[src/rtl/core/ebm_ram.sv]
module ebm_ram #(
   parameter int WIDTH = 32,
   parameter int DEPTH = 8,
   parameter int ADDR_W = (DEPTH > 1) ? $clog2(DEPTH) : 1
) (
   input  logic              clock,
   input  logic              wr_en,
   input  logic [ADDR_W-1:0] wr_addr,
   input  logic [WIDTH-1:0]  wr_data,
   input  logic [ADDR_W-1:0] rd_addr,
   output logic [WIDTH-1:0]  rd_data
);

   logic [WIDTH-1:0] mem_ff [DEPTH];
   logic [WIDTH-1:0] rd_data_ff;

   always_ff @(posedge clock) begin
      if (wr_en) begin
         mem_ff[wr_addr] <= wr_data;
      end
      rd_data_ff <= mem_ff[rd_addr];
   end

   assign rd_data = rd_data_ff;

endmodule

[config.mk]
export PLATFORM = sky130hd
export DESIGN_NAME = ebm_ram
export DESIGN_NICKNAME = d
export VERILOG_FILES = /design/src/rtl/core/ebm_ram.sv
export SDC_FILE = /design/constraint.sdc
export NUM_CORES = 1
export LEC_CHECK = 0
export BUFFER_PORTS_ARGS = -buffer_cell sky130_fd_sc_hd__buf_2
export CORE_ASPECT_RATIO = 0.5
export CORE_MARGIN = 3
export CORE_UTILIZATION = 50
export CTS_BUF_LIST = sky130_fd_sc_hd__clkbuf_8
export DETAILED_ROUTE_END_ITERATION = 8
export PLACE_DENSITY_LB_ADDON = 0.3
export SYNTH_ARGS = -nofsm -noshare
export SYNTH_HDL_FRONTEND = slang
export SYNTH_SLANG_ARGS = --single-unit
[constraint.sdc]
create_clock -name clock -period 8.74 [get_ports clock]
set_clock_uncertainty 0.2 [all_clocks]
set_input_delay 1.748 -clock clock [delete_from_list [all_inputs] [get_ports clock]]
set_output_delay 1.748 -clock clock [all_outputs]
set_load 0.1 [all_outputs]
==> impl_results.md, run 1 <==
* Maximum level of the CTS H-tree at 2
* Final Hold Viols at 0
* Largest net degree at the start of global routing at 65
* Post-DRT Antenna Nets at 0
* Setup TNS Final at 0 ns
* Clock root buffer: clkbuf_8
* Layout cells sized above 1 at 35.2%
* Slew Viols, Final at 0
* Mapped Area at 10500 um2
* DR vias at 4469
* First-pass GRT wire length at about 28 mm
* Port Buffers at 71
* Clock transition at the registers of the reported paths at 0.07 ns
* Maximum clock insertion buffer count at 3
* CTS tree: built
* CTS Hold Bufs at 0
* Fin crit share at between 40% and 50%
* Min-Delay Path Class: register to register
* Num rows at 36
* Worst-Skew Late Latency at 0.51 ns
* Final HPWL DP at 9.23 mm
* Final Net Count at 560
* Synthesized flop and latch total at approximately 290
* Minimum clock period after layout at 3.55 ns
* CTS buffer count at 40
* Chip height at 108 um
* Core Area at 20000 um2
* Slew margin rel. at roughly 33%
* DIE AREA at 22800 um2
* Cells after Synth at 415
* DRT iter0 DRCs at 323
* Worst Setup Path Type: input port to register
* Vias in the first global route at between 4k and 5k
* Maximum vdd ir drop at 105 uV
* Chip width at approximately 210 um
* Crit-path max FO at 36
* Synth cell types at 13
* Worst Setup End Kind: register
* Routed len/inst at 22.3 um
* Drt total wl at 18.2 mm
* Io pins at 72
* Starting Density at 52.3%
* Commonest non-fill, non-tap cells in the layout: edfxtp_1 (256), buf_2 (70), clkbuf_8 (44)
* Yosys warns at 0
* Vias/cell at between 5 and 6
* Post-CTS resize count at 0
* Total GRT Usage at 16.5%
* Outcome: completed
* Layout area overhead at 13.4%
* RSZ-0062 raised after global routing: false
* DP Worst Slack at 4.62 ns
* Routability cong. at around 0.65
* Max-capacitance violation count at 0
* LEAKAGE at between 4 and 5 nW
* CP arrival at between 3 and 4 ns
* Setup violations, final at 0
* Syn_area_per_cell at 25.2 um2
* Worst path required time at 8.93 ns
* Startpoint types: input port
* Final core occ at 59.4%
* Diodes inserted at 0
* Post-CTS Setup Bufs at 0
* Detailed Routing Iterations Pass 1 at 4
* Worst Max-Slew Pin Slew at 1.00 ns
* Fin worst setup slack at 5.19 ns
* Gr ovfl total at 0
* # DRC at 0
* Clk sinks at between 200 and 300
* Post-Syn Nets at about 460
* Initial antenna violation count at 2
* Fmax at 0.281 GHz
* Commonest non-fill, non-tap cell in the layout: edfxtp_1
* Pwr Density at 231 nW/um2
* Seq/Total Area, Yosys at 79.6%
## state kept, by name, indices dropped and copies added, names as in the netlist
| register | count |
|---|---|
| mem_ff | 256 |
| rd_data | 32 |
## per-layer routing
layer	up-vias	part of all wire (%)	global-route usage, %
li1	1997	-	-
met1	2339	45	23.5
met2	101	48	26.5
met3	28	5.4	3.97
met4	4	1.2	3.77
met5	-	0.077	0
## Yosys cell counts
library cell,count,area [um2]
edfxtp_1,256,7690
mux4_1,40,1050
dfxtp_1,32,641
mux2_2,32,360
mux4_2,24,541
buf_6,7,78.8
buf_2,6,30.0
nor2_1,6,22.5
buf_1,4,15.0
nand2b_1,3,18.8
nand2_1,2,7.51
nor3_1,2,10.0
clkbuf_1,1,3.75
## per-stage QoR
stage,hold WS (ns),instance area (um2),cells,power (mW)
after floorplan,0.441,10500,415,1.79
after global placement,0.446,11200,744,1.85
after detailed placement,0.458,11200,744,1.85
after CTS,0.476,11900,814,2.78
after global routing,0.485,11900,814,2.86
final,0.469,11900,814,2.74
## report_power, final
part           internal, mW  switching [mW]  leakage (nW)
sequential             1.55          0.0139          2.60
clock                 0.461           0.462         0.430
combinational        0.0677           0.185          1.06
total                  2.08           0.661          4.08
## logic make-up (layout without fill, tap and decap cells)
kind of cell           Yosys count  after routing  share of synthesized area (%)
buffers and inverters           18            151                           1.22
DFF                            288            288                           79.6
muxes                           96             96                           18.6
and+or+nand+nor                 13             13                          0.562
## worst max-delay path: stages
cell and delay [ns]:
buf_4 0.42, buf_4 0.63, mux4_1 0.64, mux2_2 0.27
## layout make-up
cell class,count,area (um2)
Tap cell,266,333
Multi-Input combinational cell,109,2070
Sequential cell,288,8330
Clock inverter,26,105
Clock buffer,44,606
Timing Repair Buffer,81,433
Fill cell,1416,8130
## path summary, 6_finish.rpt
| kind | from | to | slack (ns) | depth (start not counted) |
|---|---|---|---|---|
| setup / recovery | rd_addr[0] | rd_data[17] | 5.19 | 4 |
| hold / removal | mem_ff[0][24] | rd_data[24] | 0.47 | 2 |
| setup reg to reg | mem_ff[3][7] | rd_data[7] | 7.26 | 2 |
| hold reg to reg | mem_ff[0][24] | rd_data[24] | 0.47 | 2 |
No activity file was read; power rests on OpenSTA's default activity.
==> inputs of run 2 (changes only) <==
Clock period 8.74 ns to 3.5 ns, I/O delays scaled along.
==> impl_results.md, run 2 (same netlist as run 1, synthesis figures left out) <==
* Comb pwr share at 9.2% (about the same)
* Outcome: completed (unchanged)
* Filler cell count at 1405 (was 1416)
* Final Net Count at 567 (was 560)
* Detailed Routing Iterations Pass 1 at 4 (unchanged)
* DRT iter0 DRCs at 332 (was 323)
* Clock transition at the registers of the reported paths at 0.07 ns (about the same)
* Min-delay src: wr_data[15] (was mem_ff[0][24])
* Clock Power Share at 34.8% (was 33.6%)
* Pwr Density at 581 nW/um2 (was 231 nW/um2)
* Worst Setup Path Type: register to output port (was input port to register)
* Minimum clock period after layout at approximately 2.2 ns
* Worst Setup End Kind: output port (was register)
* Vias in the first global route at 4816 (was 4685)
* DP Worst Slack at 0.944 ns (was 4.62 ns)
* Routability cong. at 0.671 (was 0.651)
* Critical Path Stages at 1 (was 4)
* Critical R2R Launch: mem_ff[6][26] (was mem_ff[3][7])
* RSZ-0062 raised after global routing: false (unchanged)
* Top reg by flops: mem_ff (unchanged)
* Switch share at 24.1% (about the same)
* Port Buffers at 71 (unchanged)
* Worst Max-Slew Pin Slew at 0.669 ns (was 1.00 ns)
* Largest net degree at the start of global routing at 35 (was 65)
* Sequential share of power at 56.0% (was 57.1%)
* Diodes inserted at 0 (unchanged)
* Final Hold Viols at 0 (unchanged)
* Initial antenna violation count at 2 (unchanged)
* CTS buffer count at 40 (unchanged)
* Io pins at 72 (unchanged)
* Post-CTS Setup Bufs at 0 (unchanged)
* DIE AREA at 22800 um2 (unchanged)
* Layout area overhead at 14.9% (was 13.4%)
* Crit path max-delay family: buffers and inverters (unchanged)
* CP startpoint: rd_data[4] (was rd_addr[0])
* CP max stage delay at 0.44 ns (was 0.64 ns)
* Starting Density at 52.3% (unchanged)
* Drt total wl at 18.3 mm (was 18.2 mm)
* Gr ovfl total at 0 (unchanged)
* Slew Viols, Final at 0 (unchanged)
* Reg2Reg Depth at 2 (unchanged)
* Fin crit share at a little over three fifths
* Post-DRT Antenna Nets at 0 (unchanged)
* Crit-path max FO at 1 (was 36)
* Max-capacitance violation count at 0 (unchanged)
* Total GRT Usage at 16.6% (was 16.5%)
* Chip width at 211 um (unchanged)
* Worst path bufs/invs at 1 (was 2)
* CP max-delay cell: buf_2 (was mux4_1)
* Post-CTS resize count at 0 (unchanged)
* # DRC at 0 (unchanged)
* Maximum vdd ir drop at 253 uV (was 105 uV)
* Chip height at 108 um (unchanged)
* Num rows at 36 (unchanged)
* LEAKAGE at 4.14 nW (was 4.08 nW)
* Fin worst setup slack at 1.31 ns (was 5.19 ns)
* Max reg flops at 256 (unchanged)
* Critical path cell sequence: buf_2 (was buf_4, buf_4, mux4_1, mux2_2)
* Fmax at 0.456 GHz
* Core Area at 20000 um2 (unchanged)
* Worst path required time at 2.60 ns (was 8.93 ns)
* Setup violations, final at 0 (unchanged)
* CP Capture Point: rd_data[4] (was rd_data[17])
* Commonest non-fill, non-tap cells in the layout: edfxtp_1 (256), buf_2 (70), clkbuf_8 (45) (was edfxtp_1 (256), buf_2 (70), clkbuf_8 (44))
* DR vias at 4518 (was 4469)
* Sw power at 1.68 mW (was 0.661 mW)
* Min-Delay Path Class: input port to register (was register to register)
* Startpoint types: register (was input port)
* CP arrival at 1.29 ns (was 3.75 ns)
* Flop2flop setup slack at 2.03 ns (was 7.26 ns)
* Clock root buffer: clkbuf_8 (unchanged)
* Maximum clock insertion buffer count at 3 (unchanged)
* Pint at 5.31 mW (was 2.08 mW)
* First-pass GRT wire length at 28.4 mm (was 28.1 mm)
* Setup TNS Final at 0 ns (unchanged)
* CTS tree: built (unchanged)
* FF-to-FF End: rd_data[26] (was rd_data[7])
* Final HPWL DP at 10.1 mm (was 9.23 mm)
* CTS Hold Bufs at 0 (unchanged)
* Commonest non-fill, non-tap cell in the layout: edfxtp_1 (unchanged)
* Layout cells sized above 1 at 36.4% (was 35.2%)
* Slew margin rel. at 55.3% (was 33.0%)
* Clk sinks at 288 (unchanged)
* Maximum level of the CTS H-tree at 2 (unchanged)
* Worst-Skew Late Latency at 0.51 ns (about the same)
* Routed len/inst at 22.2 um (was 22.3 um)
* Vias/cell at 5.50 (was 5.49)
==> run 2: routing by layer <==
layer / wire length (um) / vias to the layer above / track usage (%)
met5: 23 / - / 0
met4: 280 / 4 / 3.72
met3: 814 / 31 / 3.57
met2: 8640 / 92 / 26.0
met1: 8500 / 2380 / 24.5
li1: - / 2011 / -
==> run 2: layout make-up <==
type                            count  area, um2  share of cell area, %
Tap cell                          266        333                   2.77
Clock inverter                     25        130                   1.08
Clock buffer                       45        619                   5.15
Multi-Input combinational cell    109       2080                   17.3
Timing Repair Buffer               88        536                   4.45
Sequential cell                   288       8330                   69.3
==> run 2: through the flow <==
stage          cells  util (%)  hold WS (ns)  instance area [um2]  power (mW)
6_report         821      60.1         0.255                12000        6.99
5_1_grt          821      60.1         0.240                12000        7.25
4_1_cts          821      60.1         0.233                12000        7.06
3_5_place_dp     751      56.4         0.455                11300        4.64
3_3_place_gp     751      56.4         0.448                11300        4.63
2_1_floorplan    415         -         0.441                10500        4.47
==> run 2: worst min-delay path by stage <==
| stage | end | slack (ns) | cells past startpoint |
|---|---|---|---|
| floorplan | rd_data[11] | 0.44 | 2 |
| global placement | rd_data[10] | 0.45 | 2 |
| finish | mem_ff[3][15] | 0.26 | 1 |
| CTS | mem_ff[3][15] | 0.23 | 1 |
| detailed placement | rd_data[21] | 0.46 | 2 |
| global route | mem_ff[3][6] | 0.24 | 1 |
==> run 2: power by group through the flow <==
| stage | sequential (mW) | combinational [mW] | clock (mW) |
|---|---|---|---|
| detailed placement | 3.99 | 0.653 | 0 |
| finish | 3.92 | 0.645 | 2.43 |
| CTS | 3.92 | 0.654 | 2.48 |
| global route | 3.92 | 0.678 | 2.65 |
| global placement | 3.98 | 0.644 | 0 |
| floorplan | 4.28 | 0.197 | 0 |
==> inputs of run 3 (changes only) <==
Settings changed: ABC_AREA set to 1.
Clock period 3.5 ns to 2 ns, I/O delays scaled along.
==> impl_results.md, run 3 <==
* Outcome: completed (unchanged)
* Slew Viols, Final at 0 (unchanged)
* CP max stage delay at 0.44 ns (about the same)
* Setup TNS Final at 0 ns (unchanged)
* Total GRT Usage at 19.5% (was 16.6%)
* Vias in the first global route at 7762 (was 4816)
* Slew margin rel. at 55.4% (was 55.3%)
* Min-delay src: rd_addr[0] (was wr_data[15])
* Startpoint types: register (unchanged)
* Largest cells by area after synthesis: edfxtp_1 (65%), nand2_1 (13%), inv_1 (8.2%) (was edfxtp_1 (73%), mux4_1 (10%), dfxtp_1 (6.1%))
* Min-Delay Path Class: input port to register (unchanged)
* Commonest non-fill, non-tap cell in the layout: nand2_1 (was edfxtp_1)
* Post-Syn Nets at 1196 (was 455)
* CP arrival at 1.32 ns (was 1.29 ns)
* Sw power at 3.24 mW (was 1.68 mW)
* Yosys top cell by area: edfxtp_1 (unchanged)
* Detailed Routing Iterations Pass 1 at 5 (was 4)
* Routed len/inst at 15.1 um (was 22.2 um)
* Pint at 9.24 mW (was 5.31 mW)
* Vias/cell at 4.83 (was 5.50)
* Placed cell areas at 12700 um2 (was 11300 um2)
* CP max-delay cell: buf_2 (unchanged)
* LEAKAGE at 6.44 nW (was 4.14 nW)
* RSZ-0062 raised after global routing: false (unchanged)
* Chip height at 115 um (was 108 um)
* Simple-Gate Fraction of Synth Area at 19.0% (was 0.562%)
* Final Hold Viols at 0 (unchanged)
* EDFF count, synth at 256 (unchanged)
* Maximum clock insertion buffer count at 3 (unchanged)
* Top reg by flops: mem_ff (unchanged)
* Synth cell types at 12 (was 13)
* Max reg flops at 256 (unchanged)
* Final HPWL DP at 13.6 mm (was 10.1 mm)
* CP startpoint: rd_data[10] (was rd_data[4])
* Share of the synthesized area in the top cell type at 64.7% (was 73.4%)
* Initial antenna violation count at 0 (was 2)
* Critical Path Stages at 1 (unchanged)
* Reg2Reg Depth at 6 (was 2)
* Hold path cells at 6 (was 1)
* Fmax at slightly above 0.5 GHz
* Fin crit share at 96.2%
* Starting Density at 51.4% (was 52.3%)
* DRT iter0 DRCs at 704 (was 332)
* Synthesized flop and latch total at 288 (unchanged)
* Synth cell count leaders: nand2_1 (422), inv_1 (260), edfxtp_1 (256) (was edfxtp_1 (256), mux4_1 (40), dfxtp_1 (32), mux2_2 (32), mux4_2 (24))
* Cells after Synth at 1156 (was 415)
* DIE AREA at 25700 um2 (was 22800 um2)
* Flop2flop setup slack at 0.88 ns (was 2.03 ns)
* Drt total wl at 24.4 mm (was 18.3 mm)
* Clock transition at the registers of the reported paths at 0.06 ns (was 0.07 ns)
* Critical path cell sequence: buf_2 (unchanged)
* Clock root buffer: clkbuf_8 (unchanged)
* Seq/Total Area, Yosys at 70.1% (was 79.6%)
* Compound-Gate Fraction of Synth Area at 0% (unchanged)
* Synth Area in Adders at 0% (unchanged)
* Post-CTS Setup Bufs at 0 (unchanged)
* Chip width at 224 um (was 211 um)
* First-pass GRT wire length at 39.4 mm (was 28.4 mm)
* Max-capacitance violation count at 0 (unchanged)
* # DRC at 0 (unchanged)
* Io pins at 72 (unchanged)
* Post-CTS resize count at 0 (unchanged)
* Post-synth top flop: edfxtp_1 (unchanged)
* Gr ovfl total at 0 (unchanged)
* WHS at 0.153 ns (was 0.255 ns)
* Post-DRT Antenna Nets at 0 (unchanged)
* Worst Max-Slew Pin Slew at 0.669 ns (about the same)
* Final core occ at 59.9% (was 60.1%)
* XOR/XNOR Fraction of Synth Area at 0% (unchanged)
* Yosys warns at 0 (unchanged)
* Sequential share of power at 54.9% (was 56.0%)
* DP Cell Count at 1510 (was 751)
* Clk sinks at 288 (unchanged)
* Largest family of logic cells by synthesized area: simple AND/OR/NAND/NOR gates (was multiplexers)
* Mapped Area at 11900 um2 (was 10500 um2)
* Non-filler cells, final at 1618 (was 821)
* Worst-Skew Late Latency at 0.54 ns (was 0.51 ns)
* Worst path bufs/invs at 1 (unchanged)
* CTS buffer count at 42 (was 40)
* Final Net Count at 1319 (was 567)
* Commonest non-fill, non-tap cells in the layout: nand2_1 (422), inv_1 (280), edfxtp_1 (256) (was edfxtp_1 (256), buf_2 (70), clkbuf_8 (45))
* Comb pwr share at 11.2% (was 9.2%)
* Maximum vdd ir drop at 415 uV (was 253 uV)
* Core Area at 23100 um2 (was 20000 um2)
* Worst Setup Path Type: register to output port (unchanged)
* Clock Power Share at 33.9% (was 34.8%)
* Top-count cell post-synth: nand2_1 (was edfxtp_1)
* Ys async rst share at 0% (unchanged)
* Pwr Density at 902 nW/um2 (was 581 nW/um2)
* Setup violations, final at 0 (unchanged)
* Syn_area_per_cell at 10.3 um2 (was 25.2 um2)
* Crit-path max FO at 1 (unchanged)
* Crit path max-delay family: buffers and inverters (unchanged)
* Layout cells sized above 1 at 11.8% (was 36.4%)
* Minimum clock period after layout at about 1.9 ns
* Num rows at 39 (was 36)
* Post-route cell area at 13800 um2 (was 12000 um2)
* Largest net degree at the start of global routing at 65 (was 35)
* WHS Endpoint: rd_data[17] (was mem_ff[3][15])
* Multiplexer share of the synthesized area at 0% (was 18.6%)
* Worst Setup End Kind: output port (unchanged)
* Maximum level of the CTS H-tree at 2 (unchanged)
* Critical R2R Launch: mem_ff[2][0] (was mem_ff[6][26])
* Switch share at 26.0% (was 24.1%)
* Worst path required time at 1.40 ns (was 2.60 ns)
* CTS Hold Bufs at 32 (was 0)
* FF-to-FF End: rd_data[0] (was rd_data[26])
* CTS tree: built (unchanged)
* Routability cong. at 0.756 (was 0.671)
* Layout area overhead at 16.5% (was 14.9%)
* DR vias at 7809 (was 4518)
* Port Buffers at 71 (unchanged)
-- run 3: power groups by stage --
stage / sequential [mW] / clock, mW / combinational (mW)
CTS: 6.85 / 4.32 / 1.40
floorplan: 7.47 / 0 / 0.486
global placement: 6.97 / 0 / 1.32
finish: 6.85 / 4.23 / 1.39
detailed placement: 6.98 / 0 / 1.35
global route: 6.87 / 4.63 / 1.51
-- run 3: kinds of logic (layout without fill, tap and decap cells) --
family | after synthesis | in the layout
buffers and inverters | 310 | 464
DFF | 288 | 288
and+or+nand+nor | 558 | 558
other | 0 | 1
-- run 3: cell type report --
class / count / area, um2
sequential: 288 / 8330
fill: 1820 / 9260
clock inverter: 29 / 120
antenna: 1 / 2.50
timing repair buffer: 127 / 1060
inverter: 262 / 985
tap: 307 / 384
clock buffer: 46 / 633
multi-input combinational: 558 / 2310
-- run 3: how the worst max path moves through the flow --
| stage | to | slack [ns] |
|---|---|---|
| 6_report | rd_data[10] | 0.08 |
| 3_3_place_gp | rd_data[19] | 0.21 |
| 3_5_place_dp | rd_data[31] | 0.15 |
| 4_1_cts | rd_data[10] | 0.04 |
| 2_1_floorplan | mem_ff[0][0] | -0.52 |
| 5_1_grt | rd_data[10] | 0.01 |
-- run 3: through the flow --
stage / worst slack (ns) / power [mW]
4_1_cts: 0.0403 / 12.6
3_3_place_gp: 0.210 / 8.30
3_5_place_dp: 0.147 / 8.33
5_1_grt: 0.0126 / 13.0
2_1_floorplan: -0.517 / 7.95
6_report: 0.0764 / 12.5
-- run 3: routing by layer --
metal,vias to the layer above,track usage [%],part of all wire [%]
met5,-,0,0
met4,0,6.04,2.1
met3,53,4.13,5.7
met2,197,33.3,48
met1,3725,25.5,44
li1,3834,-,-
